`src/hdl/kf_pkg.sv`:
```
// Shared types, constants and microcode for the two-state Kalman filter step.
// Holds the datapath command/status structs, the operand address map and the program table.
// No dependencies.
`timescale 1ns / 1ps

package kf_pkg;

    localparam int FRAC_BITS_DEF = 16;
    localparam int DATA_W        = 32;
    localparam int PC_W          = 7;
    localparam int ADDR_W        = 6;
    localparam int SCR_W         = 5;
    localparam int ROM_DEPTH     = 128;

    // Configuration register indexes.
    localparam logic [3:0] CFG_F_ROW0  = 4'd0;
    localparam logic [3:0] CFG_F_ROW1  = 4'd1;
    localparam logic [3:0] CFG_Q_ROW0  = 4'd2;
    localparam logic [3:0] CFG_Q_ROW1  = 4'd3;
    localparam logic [3:0] CFG_H_ROW   = 4'd4;
    localparam logic [3:0] CFG_R_NOISE = 4'd5;
    localparam logic [3:0] CFG_X_INIT  = 4'd6;
    localparam logic [3:0] CFG_P_INIT  = 4'd7;

    // Reset values of the configuration and state registers.
    localparam logic [63:0] F_ROW0_RST = 64'h0000_0000_0001_0000;
    localparam logic [63:0] F_ROW1_RST = 64'h0001_0000_0000_0000;
    localparam logic [63:0] H_ROW_RST  = 64'h0000_0000_0001_0000;
    localparam logic [30:0] R_RST      = 31'd65536;
    localparam logic [30:0] PINIT_RST  = 31'd65536;
    localparam logic [31:0] PDIAG_RST  = 32'd65536;

    // Operand address map: low half are fixed sources, upper half is scratch memory.
    localparam logic [5:0] A_ZERO = 6'd0;
    localparam logic [5:0] A_ONE  = 6'd1;
    localparam logic [5:0] A_F00  = 6'd2;
    localparam logic [5:0] A_F01  = 6'd3;
    localparam logic [5:0] A_F10  = 6'd4;
    localparam logic [5:0] A_F11  = 6'd5;
    localparam logic [5:0] A_Q00  = 6'd6;
    localparam logic [5:0] A_Q01  = 6'd7;
    localparam logic [5:0] A_Q10  = 6'd8;
    localparam logic [5:0] A_Q11  = 6'd9;
    localparam logic [5:0] A_H0   = 6'd10;
    localparam logic [5:0] A_H1   = 6'd11;
    localparam logic [5:0] A_R    = 6'd12;
    localparam logic [5:0] A_XI0  = 6'd13;
    localparam logic [5:0] A_XI1  = 6'd14;
    localparam logic [5:0] A_PI   = 6'd15;
    localparam logic [5:0] A_Z    = 6'd16;
    localparam logic [5:0] A_X0   = 6'd17;
    localparam logic [5:0] A_X1   = 6'd18;
    localparam logic [5:0] A_P00  = 6'd19;
    localparam logic [5:0] A_P01  = 6'd20;
    localparam logic [5:0] A_P10  = 6'd21;
    localparam logic [5:0] A_P11  = 6'd22;
    localparam logic [5:0] A_T0   = 6'd32;
    localparam logic [5:0] A_T1   = 6'd33;
    localparam logic [5:0] A_XP0  = 6'd34;
    localparam logic [5:0] A_XP1  = 6'd35;
    localparam logic [5:0] A_A00  = 6'd36;
    localparam logic [5:0] A_A01  = 6'd37;
    localparam logic [5:0] A_A10  = 6'd38;
    localparam logic [5:0] A_A11  = 6'd39;
    localparam logic [5:0] A_PP00 = 6'd40;
    localparam logic [5:0] A_PP01 = 6'd41;
    localparam logic [5:0] A_PP10 = 6'd42;
    localparam logic [5:0] A_PP11 = 6'd43;
    localparam logic [5:0] A_HX   = 6'd44;
    localparam logic [5:0] A_Y    = 6'd45;
    localparam logic [5:0] A_PH0  = 6'd46;
    localparam logic [5:0] A_PH1  = 6'd47;
    localparam logic [5:0] A_S    = 6'd48;
    localparam logic [5:0] A_K0   = 6'd49;
    localparam logic [5:0] A_K1   = 6'd50;
    localparam logic [5:0] A_M00  = 6'd51;
    localparam logic [5:0] A_M01  = 6'd52;
    localparam logic [5:0] A_M10  = 6'd53;
    localparam logic [5:0] A_M11  = 6'd54;
    localparam logic [5:0] A_C00  = 6'd55;
    localparam logic [5:0] A_C01  = 6'd56;
    localparam logic [5:0] A_C10  = 6'd57;
    localparam logic [5:0] A_C11  = 6'd58;
    localparam logic [5:0] A_KR0  = 6'd59;
    localparam logic [5:0] A_KR1  = 6'd60;
    localparam logic [5:0] A_T2   = 6'd61;
    localparam logic [5:0] A_T3   = 6'd62;

    // Program entry points.
    localparam logic [PC_W-1:0] PC_RESTART = 7'd0;
    localparam logic [PC_W-1:0] PC_SKIP    = 7'd7;
    localparam logic [PC_W-1:0] PC_MAIN    = 7'd14;

    typedef enum logic [3:0] {
        OP_MUL,
        OP_ADD,
        OP_SUB,
        OP_MOV,
        OP_DIV,
        OP_BNP,
        OP_END_OK,
        OP_END_SKIP,
        OP_END_RST
    } op_kind_t;

    typedef enum logic [1:0] {
        STAT_OK      = 2'd0,
        STAT_SKIP    = 2'd1,
        STAT_RESTART = 2'd2
    } status_t;

    typedef enum logic [2:0] {
        CS_IDLE,
        CS_FETCH,
        CS_EXEC,
        CS_DIV,
        CS_WRITE,
        CS_DONE
    } ctrl_state_t;

    typedef struct packed {
        op_kind_t         kind;
        logic [ADDR_W-1:0] dst;
        logic [ADDR_W-1:0] a;
        logic [ADDR_W-1:0] b;
    } op_t;

    typedef struct packed {
        logic    latch;
        logic    fetch;
        logic    exec;
        logic    div_start;
        logic    wr;
        logic    cap;
        op_t     op;
        status_t status;
    } dp_cmd_t;

    typedef struct packed {
        logic div_done;
        logic nonpos;
    } dp_sts_t;

    // Saturate a wide signed value to 32 bits.
    function automatic logic signed [31:0] sat32(input logic signed [63:0] v);
        if (v > 64'sd2147483647) begin
            return 32'sh7fffffff;
        end
        else if (v < -64'sd2147483648) begin
            return 32'sh80000000;
        end
        else begin
            return $signed(v[31:0]);
        end
    endfunction

    function automatic op_t mk(input op_kind_t k, input logic [5:0] d,
                               input logic [5:0] a, input logic [5:0] b);
        op_t o;
        o.kind = k;
        o.dst  = d;
        o.a    = a;
        o.b    = b;
        return o;
    endfunction

    // Microcode table: restart block, skip block, then the full filter step.
    function automatic op_t prog_rom(input logic [PC_W-1:0] pc);
        op_t rom [ROM_DEPTH];
        int  n;
        for (int i = 0; i < ROM_DEPTH; i++) begin
            rom[i] = mk(OP_END_OK, A_ZERO, A_ZERO, A_ZERO);
        end
        n = 0;
        // Restart: reload state and covariance.
        rom[n] = mk(OP_MOV, A_X0, A_XI0, A_ZERO);   n++;
        rom[n] = mk(OP_MOV, A_X1, A_XI1, A_ZERO);   n++;
        rom[n] = mk(OP_MOV, A_P00, A_PI, A_ZERO);   n++;
        rom[n] = mk(OP_MOV, A_P01, A_ZERO, A_ZERO); n++;
        rom[n] = mk(OP_MOV, A_P10, A_ZERO, A_ZERO); n++;
        rom[n] = mk(OP_MOV, A_P11, A_PI, A_ZERO);   n++;
        rom[n] = mk(OP_END_RST, A_ZERO, A_ZERO, A_ZERO); n++;
        // Skip: keep the prediction.
        rom[n] = mk(OP_MOV, A_X0, A_XP0, A_ZERO);   n++;
        rom[n] = mk(OP_MOV, A_X1, A_XP1, A_ZERO);   n++;
        rom[n] = mk(OP_MOV, A_P00, A_PP00, A_ZERO); n++;
        rom[n] = mk(OP_MOV, A_P01, A_PP01, A_ZERO); n++;
        rom[n] = mk(OP_MOV, A_P10, A_PP10, A_ZERO); n++;
        rom[n] = mk(OP_MOV, A_P11, A_PP11, A_ZERO); n++;
        rom[n] = mk(OP_END_SKIP, A_ZERO, A_ZERO, A_ZERO); n++;
        // Predicted state.
        rom[n] = mk(OP_MUL, A_T0, A_F00, A_X0);  n++;
        rom[n] = mk(OP_MUL, A_T1, A_F01, A_X1);  n++;
        rom[n] = mk(OP_ADD, A_XP0, A_T0, A_T1);  n++;
        rom[n] = mk(OP_MUL, A_T0, A_F10, A_X0);  n++;
        rom[n] = mk(OP_MUL, A_T1, A_F11, A_X1);  n++;
        rom[n] = mk(OP_ADD, A_XP1, A_T0, A_T1);  n++;
        // F P.
        rom[n] = mk(OP_MUL, A_T0, A_F00, A_P00); n++;
        rom[n] = mk(OP_MUL, A_T1, A_F01, A_P10); n++;
        rom[n] = mk(OP_ADD, A_A00, A_T0, A_T1);  n++;
        rom[n] = mk(OP_MUL, A_T0, A_F00, A_P01); n++;
        rom[n] = mk(OP_MUL, A_T1, A_F01, A_P11); n++;
        rom[n] = mk(OP_ADD, A_A01, A_T0, A_T1);  n++;
        rom[n] = mk(OP_MUL, A_T0, A_F10, A_P00); n++;
        rom[n] = mk(OP_MUL, A_T1, A_F11, A_P10); n++;
        rom[n] = mk(OP_ADD, A_A10, A_T0, A_T1);  n++;
        rom[n] = mk(OP_MUL, A_T0, A_F10, A_P01); n++;
        rom[n] = mk(OP_MUL, A_T1, A_F11, A_P11); n++;
        rom[n] = mk(OP_ADD, A_A11, A_T0, A_T1);  n++;
        // (F P) F' + Q.
        rom[n] = mk(OP_MUL, A_T0, A_A00, A_F00);   n++;
        rom[n] = mk(OP_MUL, A_T1, A_A01, A_F01);   n++;
        rom[n] = mk(OP_ADD, A_PP00, A_T0, A_T1);   n++;
        rom[n] = mk(OP_ADD, A_PP00, A_PP00, A_Q00); n++;
        rom[n] = mk(OP_MUL, A_T0, A_A00, A_F10);   n++;
        rom[n] = mk(OP_MUL, A_T1, A_A01, A_F11);   n++;
        rom[n] = mk(OP_ADD, A_PP01, A_T0, A_T1);   n++;
        rom[n] = mk(OP_ADD, A_PP01, A_PP01, A_Q01); n++;
        rom[n] = mk(OP_MUL, A_T0, A_A10, A_F00);   n++;
        rom[n] = mk(OP_MUL, A_T1, A_A11, A_F01);   n++;
        rom[n] = mk(OP_ADD, A_PP10, A_T0, A_T1);   n++;
        rom[n] = mk(OP_ADD, A_PP10, A_PP10, A_Q10); n++;
        rom[n] = mk(OP_MUL, A_T0, A_A10, A_F10);   n++;
        rom[n] = mk(OP_MUL, A_T1, A_A11, A_F11);   n++;
        rom[n] = mk(OP_ADD, A_PP11, A_T0, A_T1);   n++;
        rom[n] = mk(OP_ADD, A_PP11, A_PP11, A_Q11); n++;
        // Innovation.
        rom[n] = mk(OP_MUL, A_T0, A_H0, A_XP0);  n++;
        rom[n] = mk(OP_MUL, A_T1, A_H1, A_XP1);  n++;
        rom[n] = mk(OP_ADD, A_HX, A_T0, A_T1);   n++;
        rom[n] = mk(OP_SUB, A_Y, A_Z, A_HX);     n++;
        // P H' and S.
        rom[n] = mk(OP_MUL, A_T0, A_PP00, A_H0); n++;
        rom[n] = mk(OP_MUL, A_T1, A_PP01, A_H1); n++;
        rom[n] = mk(OP_ADD, A_PH0, A_T0, A_T1);  n++;
        rom[n] = mk(OP_MUL, A_T0, A_PP10, A_H0); n++;
        rom[n] = mk(OP_MUL, A_T1, A_PP11, A_H1); n++;
        rom[n] = mk(OP_ADD, A_PH1, A_T0, A_T1);  n++;
        rom[n] = mk(OP_MUL, A_T0, A_H0, A_PH0);  n++;
        rom[n] = mk(OP_MUL, A_T1, A_H1, A_PH1);  n++;
        rom[n] = mk(OP_ADD, A_S, A_T0, A_T1);    n++;
        rom[n] = mk(OP_ADD, A_S, A_S, A_R);      n++;
        rom[n] = mk(OP_BNP, A_ZERO, A_S, A_ZERO); n++;
        // Gain and state correction.
        rom[n] = mk(OP_DIV, A_K0, A_PH0, A_S);   n++;
        rom[n] = mk(OP_DIV, A_K1, A_PH1, A_S);   n++;
        rom[n] = mk(OP_MUL, A_T0, A_K0, A_Y);    n++;
        rom[n] = mk(OP_ADD, A_X0, A_XP0, A_T0);  n++;
        rom[n] = mk(OP_MUL, A_T0, A_K1, A_Y);    n++;
        rom[n] = mk(OP_ADD, A_X1, A_XP1, A_T0);  n++;
        // M = I - K H.
        rom[n] = mk(OP_MUL, A_T0, A_K0, A_H0);   n++;
        rom[n] = mk(OP_SUB, A_M00, A_ONE, A_T0); n++;
        rom[n] = mk(OP_MUL, A_T0, A_K0, A_H1);   n++;
        rom[n] = mk(OP_SUB, A_M01, A_ZERO, A_T0); n++;
        rom[n] = mk(OP_MUL, A_T0, A_K1, A_H0);   n++;
        rom[n] = mk(OP_SUB, A_M10, A_ZERO, A_T0); n++;
        rom[n] = mk(OP_MUL, A_T0, A_K1, A_H1);   n++;
        rom[n] = mk(OP_SUB, A_M11, A_ONE, A_T0); n++;
        // C = M P.
        rom[n] = mk(OP_MUL, A_T0, A_M00, A_PP00); n++;
        rom[n] = mk(OP_MUL, A_T1, A_M01, A_PP10); n++;
        rom[n] = mk(OP_ADD, A_C00, A_T0, A_T1);   n++;
        rom[n] = mk(OP_MUL, A_T0, A_M00, A_PP01); n++;
        rom[n] = mk(OP_MUL, A_T1, A_M01, A_PP11); n++;
        rom[n] = mk(OP_ADD, A_C01, A_T0, A_T1);   n++;
        rom[n] = mk(OP_MUL, A_T0, A_M10, A_PP00); n++;
        rom[n] = mk(OP_MUL, A_T1, A_M11, A_PP10); n++;
        rom[n] = mk(OP_ADD, A_C10, A_T0, A_T1);   n++;
        rom[n] = mk(OP_MUL, A_T0, A_M10, A_PP01); n++;
        rom[n] = mk(OP_MUL, A_T1, A_M11, A_PP11); n++;
        rom[n] = mk(OP_ADD, A_C11, A_T0, A_T1);   n++;
        // K R.
        rom[n] = mk(OP_MUL, A_KR0, A_K0, A_R);   n++;
        rom[n] = mk(OP_MUL, A_KR1, A_K1, A_R);   n++;
        // P = C M' + (K R) K'.
        rom[n] = mk(OP_MUL, A_T0, A_C00, A_M00); n++;
        rom[n] = mk(OP_MUL, A_T1, A_C01, A_M01); n++;
        rom[n] = mk(OP_ADD, A_T2, A_T0, A_T1);   n++;
        rom[n] = mk(OP_MUL, A_T3, A_KR0, A_K0);  n++;
        rom[n] = mk(OP_ADD, A_P00, A_T2, A_T3);  n++;
        rom[n] = mk(OP_MUL, A_T0, A_C00, A_M10); n++;
        rom[n] = mk(OP_MUL, A_T1, A_C01, A_M11); n++;
        rom[n] = mk(OP_ADD, A_T2, A_T0, A_T1);   n++;
        rom[n] = mk(OP_MUL, A_T3, A_KR0, A_K1);  n++;
        rom[n] = mk(OP_ADD, A_P01, A_T2, A_T3);  n++;
        rom[n] = mk(OP_MUL, A_T0, A_C10, A_M00); n++;
        rom[n] = mk(OP_MUL, A_T1, A_C11, A_M01); n++;
        rom[n] = mk(OP_ADD, A_T2, A_T0, A_T1);   n++;
        rom[n] = mk(OP_MUL, A_T3, A_KR1, A_K0);  n++;
        rom[n] = mk(OP_ADD, A_P10, A_T2, A_T3);  n++;
        rom[n] = mk(OP_MUL, A_T0, A_C10, A_M10); n++;
        rom[n] = mk(OP_MUL, A_T1, A_C11, A_M11); n++;
        rom[n] = mk(OP_ADD, A_T2, A_T0, A_T1);   n++;
        rom[n] = mk(OP_MUL, A_T3, A_KR1, A_K1);  n++;
        rom[n] = mk(OP_ADD, A_P11, A_T2, A_T3);  n++;
        rom[n] = mk(OP_END_OK, A_ZERO, A_ZERO, A_ZERO);
        return rom[pc];
    endfunction

endpackage

```
`src/hdl/kf_ctrl.sv`:
```
// Controller: program counter and state machine that sequence the datapath microcode.
// Depends on kf_pkg.
`timescale 1ns / 1ps

module kf_ctrl (
    input  logic            clk,
    input  logic            rst_n,
    input  logic            s_tvalid,
    input  logic            s_tuser,
    output logic            s_tready,
    output logic            m_tvalid,
    input  logic            m_tready,
    output kf_pkg::dp_cmd_t cmd,
    input  kf_pkg::dp_sts_t sts
);
    import kf_pkg::*;

    ctrl_state_t     state_reg, state_next;
    logic [PC_W-1:0] pc_reg, pc_next;
    logic            out_valid_reg, out_valid_next;
    op_t             op;

    assign op = prog_rom(pc_reg);

    // State, program counter and result-valid registers.
    always_ff @(posedge clk or negedge rst_n) begin
        if (!rst_n) begin
            state_reg     <= CS_IDLE;
            pc_reg        <= PC_MAIN;
            out_valid_reg <= 1'b0;
        end
        else begin
            state_reg     <= state_next;
            pc_reg        <= pc_next;
            out_valid_reg <= out_valid_next;
        end
    end

    // Next state and datapath commands.
    always_comb begin
        state_next     = state_reg;
        pc_next        = pc_reg;
        cmd            = '0;
        cmd.op         = op;
        cmd.status     = STAT_OK;
        s_tready       = 1'b0;
        out_valid_next = out_valid_reg && !m_tready;
        unique case (state_reg)
            CS_IDLE: begin
                s_tready = 1'b1;
                if (s_tvalid) begin
                    cmd.latch  = 1'b1;
                    pc_next    = s_tuser ? PC_RESTART : PC_MAIN;
                    state_next = CS_FETCH;
                end
            end
            CS_FETCH: begin
                if (op.kind == OP_END_OK || op.kind == OP_END_SKIP ||
                    op.kind == OP_END_RST) begin
                    state_next = CS_DONE;
                end
                else begin
                    cmd.fetch  = 1'b1;
                    state_next = CS_EXEC;
                end
            end
            CS_EXEC: begin
                cmd.exec = 1'b1;
                if (op.kind == OP_DIV) begin
                    cmd.div_start = 1'b1;
                    state_next    = CS_DIV;
                end
                else begin
                    state_next = CS_WRITE;
                end
            end
            CS_DIV: begin
                if (sts.div_done) begin
                    state_next = CS_WRITE;
                end
            end
            CS_WRITE: begin
                if (op.kind == OP_BNP) begin
                    pc_next = sts.nonpos ? PC_SKIP : pc_reg + 1'b1;
                end
                else begin
                    cmd.wr  = 1'b1;
                    pc_next = pc_reg + 1'b1;
                end
                state_next = CS_FETCH;
            end
            CS_DONE: begin
                case (op.kind)
                    OP_END_SKIP: cmd.status = STAT_SKIP;
                    OP_END_RST:  cmd.status = STAT_RESTART;
                    default:     cmd.status = STAT_OK;
                endcase
                // Hand off only when the result register is free or being emptied.
                if (!out_valid_reg || m_tready) begin
                    cmd.cap        = 1'b1;
                    out_valid_next = 1'b1;
                    state_next     = CS_IDLE;
                end
            end
            default: state_next = CS_IDLE;
        endcase
    end

    assign m_tvalid = out_valid_reg;

endmodule

```
`config.mk`:
```
export PLATFORM = sky130hd
export DESIGN_NAME = kf_ctrl
export DESIGN_NICKNAME = d
export VERILOG_FILES = /design/src/hdl/kf_pkg.sv /design/src/hdl/kf_ctrl.sv
export SDC_FILE = /design/constraint.sdc
export NUM_CORES = 1
export LEC_CHECK = 0
export BUFFER_PORTS_ARGS = -buffer_cell sky130_fd_sc_hd__buf_4
export CORE_UTILIZATION = 55
export CTS_BUF_LIST = sky130_fd_sc_hd__clkbuf_8
export DETAILED_ROUTE_END_ITERATION = 6
export PLACE_DENSITY = 0.76
export SKIP_CTS_REPAIR_TIMING = 1
export SLEW_MARGIN = 20
export SYNTH_ARGS = -nofsm -noshare
export SYNTH_HDL_FRONTEND = slang
export SYNTH_SLANG_ARGS = --single-unit
export TNS_END_PERCENT = 1
```
`constraint.sdc`:
```
create_clock -name clk -period 3.5 [get_ports clk]
set_clock_uncertainty 0.1 [all_clocks]
set_input_delay 0.525 -clock clk [delete_from_list [all_inputs] [get_ports clk]]
set_output_delay 0.525 -clock clk [all_outputs]
set_load 0.005 [all_outputs]
```
==> results.toml <==
[detailed_routing]
drtIter0Drc = 755
dr.pass1.iters = 6
dr_wl_met2_mm = 5.59
vias_per_cell = 7.36
vias = 4380
top_layer_used = "met4"
post_drt_wl_per_cell_um = 22.1
wl_met1_mm = 5.20
dr_wl_met3_mm = 1.64
post-route-drc-count = 0
ant_nets = 0
wl_mm = 13.2

[cts]
htreeDepth = 1
cts_buffers = 3
cts-root-buf = "clkbuf_8"
cts_tree = "yes"
cts_sinks = 11
clock_path_buffers = 2
clk_pin_slew_ns = 0.05
clk_latency_ns = 0.24

[finish]
layout-drive-gt1-share_pct = 17.6
final_common_cell = "buf_4"
fillers = 511
final_cell_mix = "buf_4 (65), nand2_1 (61), nor2_1 (49)"
areaGrowthSynthToFinish_pct = 12.0
fin_nets = 552
largest_reg_flops = 7
stdcell_area_um2 = 3700
diodes = 0

[die]
die_w_um = 79.5
io_pins = 39
die_h_um = 79.5
floorplan.initialDensity_pct = 58.6
dieArea_um2 = 6320
core_um2 = 5640
rows = 27

[synthesis]
ys_types = 71
synth_edf_count = 0
ys_ff_latch = 11
synthFlopType = "dfrtp_1"
ys_seq_area_share_pct = 8.44
syn_inst = 508
netlist_area_um2 = 3310
synth_fp_nets = 536
avgSynthCellArea_um2 = 6.51
yosys_warnings = 0
async_reset_ff_share_pct = 100

[place]
dp_hpwl_mm = 9.39
place.gp.congestion = 1.02
portBuffers = 38
placed_area_um2 = 3650

[setup_path]
end_kind = "output port"
worstSetupEndpoint = "cmd[0]"
r2r_start = "pc_reg[1]"
r2r_slack_ns = 0.51
cp.required_ns = 2.87
critPathLaunchType = "register"
rr_endpoint = "pc_reg[1]"
cp_max_fo = 19
arrival_ns = 2.72
rr_worst_depth = 9
critPathLaunch = "pc_reg[1]"
critPathKind = "reg -> out"

[grt]
grt_pass1_wl_mm = 20.8
antenna_found_initial = 0
grt_overflow = 0
grt_use_total_pct = 42.2
grt_max_degree = 83
grt_pass1_vias = 3889

[timing]
finalCriticalPeriod_ns = 3.35
final.setup.tns_ns = 0
max_slew.worst_pin.slew_ns = 0.968
rsz0062_at_grt = "no"
relSlewSlack_pct = 35.5
hold_viol = 0
period_share_pct = 95.7
setup_viol = 0
maxSlewViolCount = 0
fmax_ghz = 0.299

[status]
status = "completed"

[worst_hold_path]
hp-class = "in -> async"

[flow_run]
drv_cap = 0

[pwr]
power.leakage_uw = 0.00154
power_density_nw_per_um2 = 903
vdd_drop_max_mv = 0.673
[layer usage]
metal  vias up  track usage (%)
met2       387             63.4
met5         -                0
met3        84             8.23
met4         0             22.2
li1       1924                -
met1      1985             56.2
[worst min-delay path by stage]
stage | from | end | slack [ns] | cells past startpoint
2_1_floorplan | rst_n | m_tvalid | 0.13 | 0
3_3_place_gp | rst_n | state_reg[1] | 0.27 | 1
3_5_place_dp | rst_n | state_reg[1] | 0.27 | 1
4_1_cts | rst_n | state_reg[1] | 0.02 | 1
5_1_grt | rst_n | state_reg[1] | 0.02 | 1
6_report | rst_n | state_reg[0] | 0.01 | 1
[power by group]
| part | leakage [uW] | switching (uW) | internal, uW |
|---|---|---|---|
| combinational | 0.00137 | 1830 | 1140 |
| clock | 0.0000269 | 48.2 | 77.1 |
| sequential | 0.000136 | 66.9 | 181 |
| total | 0.00154 | 1940 | 1400 |
[critical path: stages (launching register included)]
cell,delay (ns)
dfstp_2,0.54
buf_4,0.28
ha_1,0.30
ha_1,0.36
and3_1,0.22
o21ai_1,0.10
a22oi_4,0.26
nand2_1,0.08
nor3_1,0.19
buf_4,0.14
[synthesized netlist by cell type (3+ instances only)]
cell type / n / area [um^2]
nor3_1: 12 / 60.1
o221ai_1: 5 / 43.8
mux2i_1: 4 / 40.0
o32ai_1: 3 / 26.3
buf_6: 4 / 45.0
a21oi_1: 48 / 240
nor2b_1: 9 / 56.3
a211o_1: 3 / 26.3
nand2b_1: 19 / 119
a2111oi_0: 3 / 26.3
a221oi_1: 7 / 61.3
a31oi_1: 15 / 93.8
inv_1: 15 / 56.3
o31ai_1: 4 / 30.0
nor2_1: 49 / 184
clkbuf_1: 29 / 109
o21ai_0: 39 / 195
dfstp_2: 3 / 78.8
o211ai_1: 11 / 82.6
buf_4: 4 / 30.0
o21a_1: 5 / 37.5
buf_1: 3 / 11.3
a211oi_1: 11 / 82.6
a311oi_1: 9 / 78.8
nor4_1: 3 / 18.8
o21ai_1: 6 / 30.0
nor3b_1: 3 / 22.5
and2_1: 4 / 25.0
nand3_1: 13 / 65.1
ha_1: 21 / 263
a221o_1: 4 / 40.0
nand3b_1: 4 / 30.0
buf_2: 16 / 80.1
a2bb2oi_1: 3 / 26.3
dfrtp_1: 8 / 200
nand2_1: 61 / 229
a21o_1: 5 / 37.5
and3_1: 4 / 25.0
[per-stage QoR]
step | power [uW] | utilization [%] | setup WS, ns | hold WS (ns) | instances
floorplan | 2210 | - | 0.164 | 0.129 | 508
global placement | 3090 | 64.7 | 0.451 | 0.267 | 591
detailed placement | 3080 | 64.7 | 0.424 | 0.269 | 591
CTS | 3220 | 65.5 | 0.121 | 0.0160 | 595
global route | 3550 | 65.6 | 0.0104 | 0.0190 | 595
finish | 3340 | 65.6 | 0.152 | 0.0132 | 595
[cell families after synthesis]
| group | after synthesis | synth area share (%) |
|---|---|---|
| buf+inv | 72 | 10.1 |
| xor+xnor | 1 | 0.265 |
| mux | 6 | 2.57 |
| fa+ha+maj | 21 | 7.95 |
| simple gates | 192 | 27.9 |
| compound gates | 205 | 42.7 |
| flops | 11 | 8.44 |
[final cells by class]
| class | count | area (um^2) | share of cell area [%] |
|---|---|---|---|
| Clock buffer | 3 | 41.3 | 1.12 |
| Clock inverter | 1 | 3.75 | 0.101 |
| Inverter | 16 | 60.1 | 1.62 |
| Multi-Input combinational cell | 425 | 2700 | 72.9 |
| Sequential cell | 11 | 280 | 7.57 |
| Tap cell | 72 | 90.1 | 2.43 |
| Timing Repair Buffer | 67 | 528 | 14.3 |
Note: power is estimated with default switching activity, not from simulation.
